`src/rtl/odp_pkg.sv`:
```
// shared types and constants for the offset int8 dot product
`timescale 1ns / 1ps

package odp_pkg;

   // fixed field widths
   localparam int BYTE_W     = 8;
   localparam int OFF_W      = 9;
   localparam int LEN_W      = 16;
   localparam int DOT_W      = 32;
   localparam int WORD_W     = 64;
   localparam int WORD_LANES = WORD_W / BYTE_W;

   // one offset-adjusted element, and the product of two of them
   localparam int OPND_W = OFF_W + 1;
   localparam int PROD_W = 2 * OPND_W;

   // position arithmetic with room for position plus lane count
   localparam int POS_EXT_W = LEN_W + 1;

   // configuration port
   localparam int ADDR_W = 4;
   localparam int DATA_W = 32;

   typedef enum logic [1:0] {
      CSR_ACT_OFFSET = 2'd0,
      CSR_WGT_OFFSET = 2'd1,
      CSR_VEC_LEN    = 2'd2
   } csr_index_type;

   // configuration registers as seen by the datapath
   typedef struct packed {
      logic [OFF_W-1:0] act_offset;
      logic [OFF_W-1:0] wgt_offset;
      logic [LEN_W-1:0] vec_len;
   } cfg_type;

   // per-stage control that travels with a beat
   typedef struct packed {
      logic valid;
      logic last;
   } stage_ctrl_type;

endpackage

```
`src/rtl/odp_csr.sv`:
```
// configuration register file behind the apb-style port
`timescale 1ns / 1ps

module odp_csr
   import odp_pkg::*;
(
   input  logic              clock,
   input  logic              reset,
   input  logic              psel,
   input  logic              penable,
   input  logic              pwrite,
   input  logic [ADDR_W-1:0] paddr,
   input  logic [DATA_W-1:0] pwdata,
   output logic [DATA_W-1:0] prdata,
   output logic              pready,
   output cfg_type           cfg
);

   cfg_type       cfg_ff;
   cfg_type       cfg_in;
   logic          wr_en;
   csr_index_type index;

   assign pready = 1'b1;
   assign wr_en  = psel && penable && pwrite;
   assign index  = csr_index_type'(paddr[ADDR_W-1:2]);

   // register write decode
   always_comb begin
      cfg_in = cfg_ff;
      if (wr_en) begin
         unique case (index)
            CSR_ACT_OFFSET: cfg_in.act_offset = pwdata[OFF_W-1:0];
            CSR_WGT_OFFSET: cfg_in.wgt_offset = pwdata[OFF_W-1:0];
            CSR_VEC_LEN:    cfg_in.vec_len    = pwdata[LEN_W-1:0];
            default:        cfg_in = cfg_ff;
         endcase
      end
   end

   always_ff @(posedge clock) begin
      if (reset) begin
         cfg_ff <= '0;
      end else begin
         cfg_ff <= cfg_in;
      end
   end

   // read mux
   always_comb begin
      unique case (index)
         CSR_ACT_OFFSET: prdata = {{(DATA_W-OFF_W){1'b0}}, cfg_ff.act_offset};
         CSR_WGT_OFFSET: prdata = {{(DATA_W-OFF_W){1'b0}}, cfg_ff.wgt_offset};
         CSR_VEC_LEN:    prdata = {{(DATA_W-LEN_W){1'b0}}, cfg_ff.vec_len};
         default:        prdata = '0;
      endcase
   end

   assign cfg = cfg_ff;

endmodule

```
`src/rtl/odp_lane_mul.sv`:
```
// one lane: offset add, lane masking and registered multiply
`timescale 1ns / 1ps

module odp_lane_mul
   import odp_pkg::*;
(
   input  logic                     clock,
   input  logic                     enable,
   input  logic                     active,
   input  logic [BYTE_W-1:0]        act_byte,
   input  logic [BYTE_W-1:0]        wgt_byte,
   input  logic [OFF_W-1:0]         act_offset,
   input  logic [OFF_W-1:0]         wgt_offset,
   output logic signed [PROD_W-1:0] prod
);

   logic signed [OPND_W-1:0] act_opnd;
   logic signed [OPND_W-1:0] wgt_opnd;
   logic signed [PROD_W-1:0] prod_ff;
   logic signed [PROD_W-1:0] prod_in;

   // sign-extend both terms to the operand width and add
   always_comb begin
      act_opnd = $signed({{(OPND_W-BYTE_W){act_byte[BYTE_W-1]}}, act_byte})
               + $signed({act_offset[OFF_W-1], act_offset});
      wgt_opnd = $signed({{(OPND_W-BYTE_W){wgt_byte[BYTE_W-1]}}, wgt_byte})
               + $signed({wgt_offset[OFF_W-1], wgt_offset});
      // signed multiply, inactive lanes contribute zero
      prod_in  = '0;
      if (active) begin
         prod_in = act_opnd * wgt_opnd;
      end
   end

   always_ff @(posedge clock) begin
      if (enable) begin
         prod_ff <= prod_in;
      end
   end

   assign prod = prod_ff;

endmodule

```
`src/rtl/odp_adder_tree.sv`:
```
// pairwise adder tree over the lane products, registered at the root
`timescale 1ns / 1ps

module odp_adder_tree
   import odp_pkg::*;
#(
   parameter int LANES = 8
) (
   input  logic                                     clock,
   input  logic                                     enable,
   input  logic signed [PROD_W-1:0]                 prod [LANES],
   output logic signed [PROD_W+$clog2(LANES)-1:0]   sum
);

   localparam int SUM_W  = PROD_W + $clog2(LANES);
   localparam int LEVELS = $clog2(LANES);
   localparam int PAD    = 1 << LEVELS;

   logic signed [SUM_W-1:0] node [0:LEVELS][0:PAD-1];
   logic signed [SUM_W-1:0] sum_ff;

   // level zero holds the sign-extended products, the rest halves each level
   always_comb begin
      for (int l = 0; l <= LEVELS; l++) begin
         for (int i = 0; i < PAD; i++) begin
            node[l][i] = '0;
         end
      end
      for (int i = 0; i < LANES; i++) begin
         node[0][i] = SUM_W'(prod[i]);
      end
      for (int l = 0; l < LEVELS; l++) begin
         for (int i = 0; i < (PAD >> (l + 1)); i++) begin
            node[l+1][i] = node[l][2*i] + node[l][2*i+1];
         end
      end
   end

   always_ff @(posedge clock) begin
      if (enable) begin
         sum_ff <= node[LEVELS][0];
      end
   end

   assign sum = sum_ff;

endmodule

```
`src/rtl/offset_int8_dot_product.sv`:
```
// top level: streaming int8 dot product with zero-point offsets
//
//   channel | direction | ports                                  | beat moves
//   req     | in        | req_valid/req_stall, lanes words       | one word pair
//   rsp     | out       | rsp_valid/rsp_stall, rsp_dot_product   | one dot product
//   csr     | in/out    | psel/penable/pwrite/paddr/pwdata/...   | one register
//
// one beat is taken every cycle while the result register is free or being
// drained; a beat is taken into the input register and passes through the lane
// multipliers, the adder tree and the accumulator to the result register.
// the whole pipeline holds while a result waits under rsp_stall.
// synchronous reset clears the accumulator, element position, configuration
// and all valid flags.
`timescale 1ns / 1ps

module offset_int8_dot_product
   import odp_pkg::*;
#(
   parameter int LANES = 8
) (
   input  logic                     clock,
   input  logic                     reset,
   // request channel
   input  logic                     req_valid,
   output logic                     req_stall,
   input  logic [WORD_W-1:0]        req_activation_lanes,
   input  logic [WORD_W-1:0]        req_weight_lanes,
   // response channel
   output logic                     rsp_valid,
   input  logic                     rsp_stall,
   output logic signed [DOT_W-1:0]  rsp_dot_product,
   // configuration port
   input  logic                     psel,
   input  logic                     penable,
   input  logic                     pwrite,
   input  logic [ADDR_W-1:0]        paddr,
   input  logic [DATA_W-1:0]        pwdata,
   output logic [DATA_W-1:0]        prdata,
   output logic                     pready
);

   localparam int SUM_W = PROD_W + $clog2(LANES);

   cfg_type                 cfg;
   logic                    advance;
   logic                    accept;
   logic                    take;
   logic                    last_now;
   logic [LANES-1:0]        mask_now;

   logic [LEN_W-1:0]        pos_ff;
   logic [LEN_W-1:0]        pos_in;

   stage_ctrl_type          s1_ctrl_ff;
   stage_ctrl_type          s2_ctrl_ff;
   stage_ctrl_type          s3_ctrl_ff;
   logic [LANES-1:0]        s1_mask_ff;
   logic [WORD_W-1:0]       s1_act_ff;
   logic [WORD_W-1:0]       s1_wgt_ff;

   logic signed [PROD_W-1:0] prod [LANES];
   logic signed [SUM_W-1:0]  tree_sum;

   logic [DOT_W-1:0]        acc_ff;
   logic [DOT_W-1:0]        acc_in;
   logic [DOT_W-1:0]        total;
   logic                    rsp_valid_ff;
   logic                    rsp_valid_in;
   logic [DOT_W-1:0]        rsp_data_ff;

   // configuration registers
   odp_csr u_csr (
      .clock   (clock),
      .reset   (reset),
      .psel    (psel),
      .penable (penable),
      .pwrite  (pwrite),
      .paddr   (paddr),
      .pwdata  (pwdata),
      .prdata  (prdata),
      .pready  (pready),
      .cfg     (cfg)
   );

   // pipeline moves unless a result is held under stall
   assign advance   = !(rsp_valid_ff && rsp_stall);
   assign req_stall = !advance;
   assign accept    = req_valid && advance;
   assign take      = accept && (cfg.vec_len != '0);

   // lane masking and final-beat detection from the element position
   always_comb begin
      for (int j = 0; j < LANES; j++) begin
         mask_now[j] = (({1'b0, pos_ff} + POS_EXT_W'(j)) < {1'b0, cfg.vec_len});
      end
      last_now = (({1'b0, pos_ff} + POS_EXT_W'(LANES)) >= {1'b0, cfg.vec_len});
      pos_in   = pos_ff;
      if (take) begin
         pos_in = last_now ? '0 : LEN_W'(pos_ff + LEN_W'(LANES));
      end
   end

   // input stage
   always_ff @(posedge clock) begin
      if (reset) begin
         pos_ff     <= '0;
         s1_ctrl_ff <= '0;
      end else begin
         pos_ff <= pos_in;
         if (advance) begin
            s1_ctrl_ff.valid <= take;
            s1_ctrl_ff.last  <= last_now;
         end
      end
   end

   always_ff @(posedge clock) begin
      if (accept) begin
         s1_mask_ff <= mask_now;
         s1_act_ff  <= req_activation_lanes;
         s1_wgt_ff  <= req_weight_lanes;
      end
   end

   // lane multipliers; lanes past the data words see byte zero
   for (genvar j = 0; j < LANES; j++) begin : g_lane
      logic [BYTE_W-1:0] act_byte;
      logic [BYTE_W-1:0] wgt_byte;

      if (j < WORD_LANES) begin : g_word
         assign act_byte = s1_act_ff[BYTE_W*j +: BYTE_W];
         assign wgt_byte = s1_wgt_ff[BYTE_W*j +: BYTE_W];
      end else begin : g_zero
         assign act_byte = '0;
         assign wgt_byte = '0;
      end

      odp_lane_mul u_lane (
         .clock      (clock),
         .enable     (advance),
         .active     (s1_mask_ff[j]),
         .act_byte   (act_byte),
         .wgt_byte   (wgt_byte),
         .act_offset (cfg.act_offset),
         .wgt_offset (cfg.wgt_offset),
         .prod       (prod[j])
      );
   end

   // reduction
   odp_adder_tree #(
      .LANES (LANES)
   ) u_tree (
      .clock  (clock),
      .enable (advance),
      .prod   (prod),
      .sum    (tree_sum)
   );

   // control follows the datapath stages
   always_ff @(posedge clock) begin
      if (reset) begin
         s2_ctrl_ff <= '0;
         s3_ctrl_ff <= '0;
      end else if (advance) begin
         s2_ctrl_ff <= s1_ctrl_ff;
         s3_ctrl_ff <= s2_ctrl_ff;
      end
   end

   // wrapping accumulator and result register
   always_comb begin
      total        = acc_ff + DOT_W'(tree_sum);
      acc_in       = acc_ff;
      rsp_valid_in = rsp_valid_ff;
      if (advance) begin
         rsp_valid_in = s3_ctrl_ff.valid && s3_ctrl_ff.last;
         if (s3_ctrl_ff.valid) begin
            acc_in = s3_ctrl_ff.last ? '0 : total;
         end
      end
   end

   always_ff @(posedge clock) begin
      if (reset) begin
         acc_ff       <= '0;
         rsp_valid_ff <= 1'b0;
      end else begin
         acc_ff       <= acc_in;
         rsp_valid_ff <= rsp_valid_in;
      end
   end

   always_ff @(posedge clock) begin
      if (advance && s3_ctrl_ff.valid && s3_ctrl_ff.last) begin
         rsp_data_ff <= total;
      end
   end

   assign rsp_valid       = rsp_valid_ff;
   assign rsp_dot_product = $signed(rsp_data_ff);

endmodule

```
`config.mk`:
```
export PLATFORM = sky130hd
export DESIGN_NAME = offset_int8_dot_product
export DESIGN_NICKNAME = d
export VERILOG_FILES = /design/src/rtl/odp_pkg.sv /design/src/rtl/odp_csr.sv /design/src/rtl/odp_lane_mul.sv /design/src/rtl/odp_adder_tree.sv /design/src/rtl/offset_int8_dot_product.sv
export SDC_FILE = /design/constraint.sdc
export NUM_CORES = 2
export LEC_CHECK = 0
export ABC_AREA = 1
export BUFFER_PORTS_ARGS = -buffer_cell sky130_fd_sc_hd__buf_2
export CORE_MARGIN = 2
export CORE_UTILIZATION = 25
export CTS_CLUSTER_SIZE = 16
export DETAILED_ROUTE_END_ITERATION = 10
export GPL_TIMING_DRIVEN = 0
export PLACE_DENSITY = 0.39
export SYNTH_ARGS = -nofsm -noshare
export SYNTH_HDL_FRONTEND = slang
export SYNTH_HIERARCHICAL = 1
export SYNTH_SLANG_ARGS = --single-unit
```
`constraint.sdc`:
```
create_clock -name clock -period 18.46 [get_ports clock]
set_input_delay 2.769 -clock clock [delete_from_list [all_inputs] [get_ports clock]]
set_output_delay 2.769 -clock clock [all_outputs]
set_load 0.005 [all_outputs]
```
==> results.py <==
metrics = {
    "status": {
        "status": "complete, no violations",
    },
    "cells_and_area": {
        "fill_cells": 28916,
        "drive_gt1_frac": 0.0773,
        "fin_util": 0.282,
        "nNetsFinal": 10488,
        "syn2layout_area_growth_pct": 12.4,
    },
    "synthesis": {
        "async_flop_share": 0,
        "ys_seq_area_frac": 0.187,
        "ys.warnings.count": 6,
        "synth_edf_count": 351,
        "ys_ff_latch": 437,
        "synth_common_cells": "inv_1, nand2_1, fa_1",
        "synth_top_area_cell": "fa_1",
        "syn_area_per_cell_um2": 7.73,
        "synth_ff_type": "edfxtp_1",
        "synth_cell_types": 57,
        "syn-cell-area_um2": 65700,
        "synth_top_area_frac": 0.255,
        "ys_top_cells_by_area": "fa_1, edfxtp_1, ha_1",
        "syn_inst": 8505,
        "synth.most_common_cell": "inv_1",
    },
    "route": {
        "drc_errors": 0,
        "wl_per_cell_um": 17.0,
        "ant_nets": 0,
        "viasPerCell": 4.27,
        "drt_iter0_drc": 3080,
        "vias": 52930,
        "drt_wl_total_um": 211000,
        "first_pass_iters": 6,
    },
    "worst_setup_path": {
        "r2r_slack_ps": 10760,
        "reg2reg_depth": 23,
        "cp.arrival_ps": 8210,
        "r2r_end": "g_lane[5].u_lane/prod[19]",
        "r2r-start": "u_csr/cfg[16]",
        "crit_fanout": 9,
        "cp-end-kind": "flip-flop",
        "worstSetupPathType": "reg -> reg",
        "cp.required_ps": 18970,
        "crit_path_start_kind": "flip-flop",
    },
    "clocking": {
        "numClockSinks": 437,
        "cts_setup_buffers": 0,
        "holdBufCountCts": 0,
        "cts_tree": "built",
        "cts_resized": 0,
        "cts_buffers": 60,
        "cts.clk_slew.worst_paths_ps": 60,
        "root_buffer": "clkbuf_16",
        "h-tree-depth": 2,
        "clk_latency_ps": 760,
        "cts_buffer_depth": 3,
    },
    "floorplan": {
        "core_area_um2": 262000,
        "num_rows": 188,
        "dieArea_um2": 267000,
        "io_pins": 238,
        "initial_utilization": 0.251,
        "die_y_um": 517,
        "die_width_um": 517,
    },
    "worst_hold_path": {
        "whs_endpoint": "s2_ctrl_ff[1]",
        "min_path_cells": 2,
        "hold_path.class": "reg -> reg",
        "hold_start": "s1_ctrl_ff[1]",
    },
    "sta": {
        "final_max_slew_viol_count": 0,
        "finalSetupViolCount": 0,
        "hold_slack_ps": 459,
        "tightest_slew_ps": 1210,
        "rsz0062_at_grt": "no",
        "fin_crit_ps": 7700,
        "slew_headroom": 0.189,
        "hold_viol": 0,
        "fmax_mhz": 130,
        "skew_ps": 92.3,
        "final.period_utilization": 0.417,
    },
    "global_routing": {
        "antenna_found_initial": 31,
        "grt_pass1_vias": 54943,
        "grt_use_total": 0.161,
        "gr-total-overflow": 0,
        "grt_max_degree": 98,
        "grt_pass1_wl_um": 328000,
    },
    "place": {
        "dp_hpwl_um": 183000,
        "io_buffers": 202,
        "routabilityCongestion": 0.872,
    },
    "job": {
        "maxCapViolCount": 0,
    },
}
-- placed cells by master (no fill, tap or decap), types with 23 or more instances in the layout --
cell | synthesis | layout
inv_1 | 2046 | 2046
nand2_1 | 2005 | 2005
fa_1 | 836 | 836
nor2_1 | 809 | 807
ha_1 | 673 | 673
a21oi_1 | 419 | 419
nand3_1 | 378 | 378
edfxtp_1 | 351 | 351
buf_2 | 8 | 210
o21ai_0 | 103 | 103
nand4_1 | 94 | 94
dfxtp_1 | 86 | 68
xor2_1 | 62 | 62
clkbuf_16 | 0 | 60
nand2_2 | 60 | 59
nor2_2 | 58 | 58
inv_2 | 54 | 54
or2_2 | 50 | 50
clkbuf_1 | 42 | 49
xnor2_1 | 46 | 46
nor3_1 | 45 | 45
nand3_2 | 27 | 27
and2_1 | 25 | 25
buf_12 | 0 | 23
-- metrics by stage --
stage          setup slack, ps  TNS (ps)  std cells  instance area, µm²
2_1_floorplan             5610         0       8520               65800
3_3_place_gp             -3410   -171940      12237               71200
3_5_place_dp             10760         0      12261               71700
4_1_cts                  10660         0      12375               73800
5_1_grt                  10320         0      12376               73800
6_report                 10760         0      12393               73900
-- layer usage --
layer,global-route usage,vias up,part of all wire
met3,0.0207,179,0.053
li1,-,26514,-
met1,0.232,25212,0.49
met5,0,-,0.00013
met2,0.248,1021,0.43
met4,0.0529,4,0.032
-- worst max-delay path, cell delays in order, from the launching register on --
cell and delay, ps:
dfxtp_2 750, buf_12 250, ha_1 260, inv_1 70, fa_1 410, xnor2_1 830
inv_1 230, nor2_1 300, fa_1 600, inv_1 130, fa_1 540, fa_1 570
inv_1 50, fa_1 530, inv_1 50, fa_1 530, inv_1 40, ha_1 360
nand2_1 160, nor2_1 70, and2_1 150, a21oi_1 180, a21oi_1 60, nor2_1 250
-- flip-flops by register name, indices dropped and copies added (netlist names) --
| name | flops |
|---|---|
| rsp_valid | 1 |
| u_csr/cfg | 34 |
| s1_ctrl_ff | 2 |
| s1_act_ff | 64 |
| acc_ff | 32 |
| s1_wgt_ff | 64 |
| pos_ff | 13 |
| s2_ctrl_ff | 2 |
| s3_ctrl_ff | 2 |
| s1_mask_ff | 8 |
| u_tree/sum | 23 |
| g_lane.u_lane/prod | 160 |
| rsp_dot_product | 32 |
-- cell type report --
cell class                 count  area, µm²  share of cell area
clock inverter                45        514             0.00696
clock buffer                  69       1560              0.0211
antenna                       18       45.0            0.000610
multi-input combinational   5892      45200               0.612
timing repair buffer         226       1500              0.0203
buffer                        80        449             0.00608
sequential                   437      12300               0.166
inverter                    2111       7920               0.107
tap                         3515       4400              0.0596
-- worst max path at each step --
stage / to / slack, ps / depth (start not counted) / startpoint
after global placement: pos_ff[14] / -3410 / 9 / rsp_stall
after CTS: g_lane[5].u_lane/prod[19] / 10660 / 23 / u_csr/cfg[16]
after detailed placement: g_lane[5].u_lane/prod[19] / 10760 / 23 / u_csr/cfg[16]
after floorplan: pos_ff[12] / 5610 / 8 / rsp_stall
after global routing: g_lane[5].u_lane/prod[19] / 10320 / 24 / u_csr/cfg[16]
final: g_lane[5].u_lane/prod[19] / 10760 / 23 / u_csr/cfg[16]
-- cells by family after synthesis --
logic type	Yosys count	synth area share
simple gates	3613	0.232
buf+inv	2191	0.127
fa+ha+maj	1509	0.383
compound gates	642	0.0552
flops	437	0.187
xor+xnor	111	0.0156
other cells	2	0.000114
Power is not shown: default switching activity piles up to over one toggle a cycle in this logic, so the estimate is an artifact.
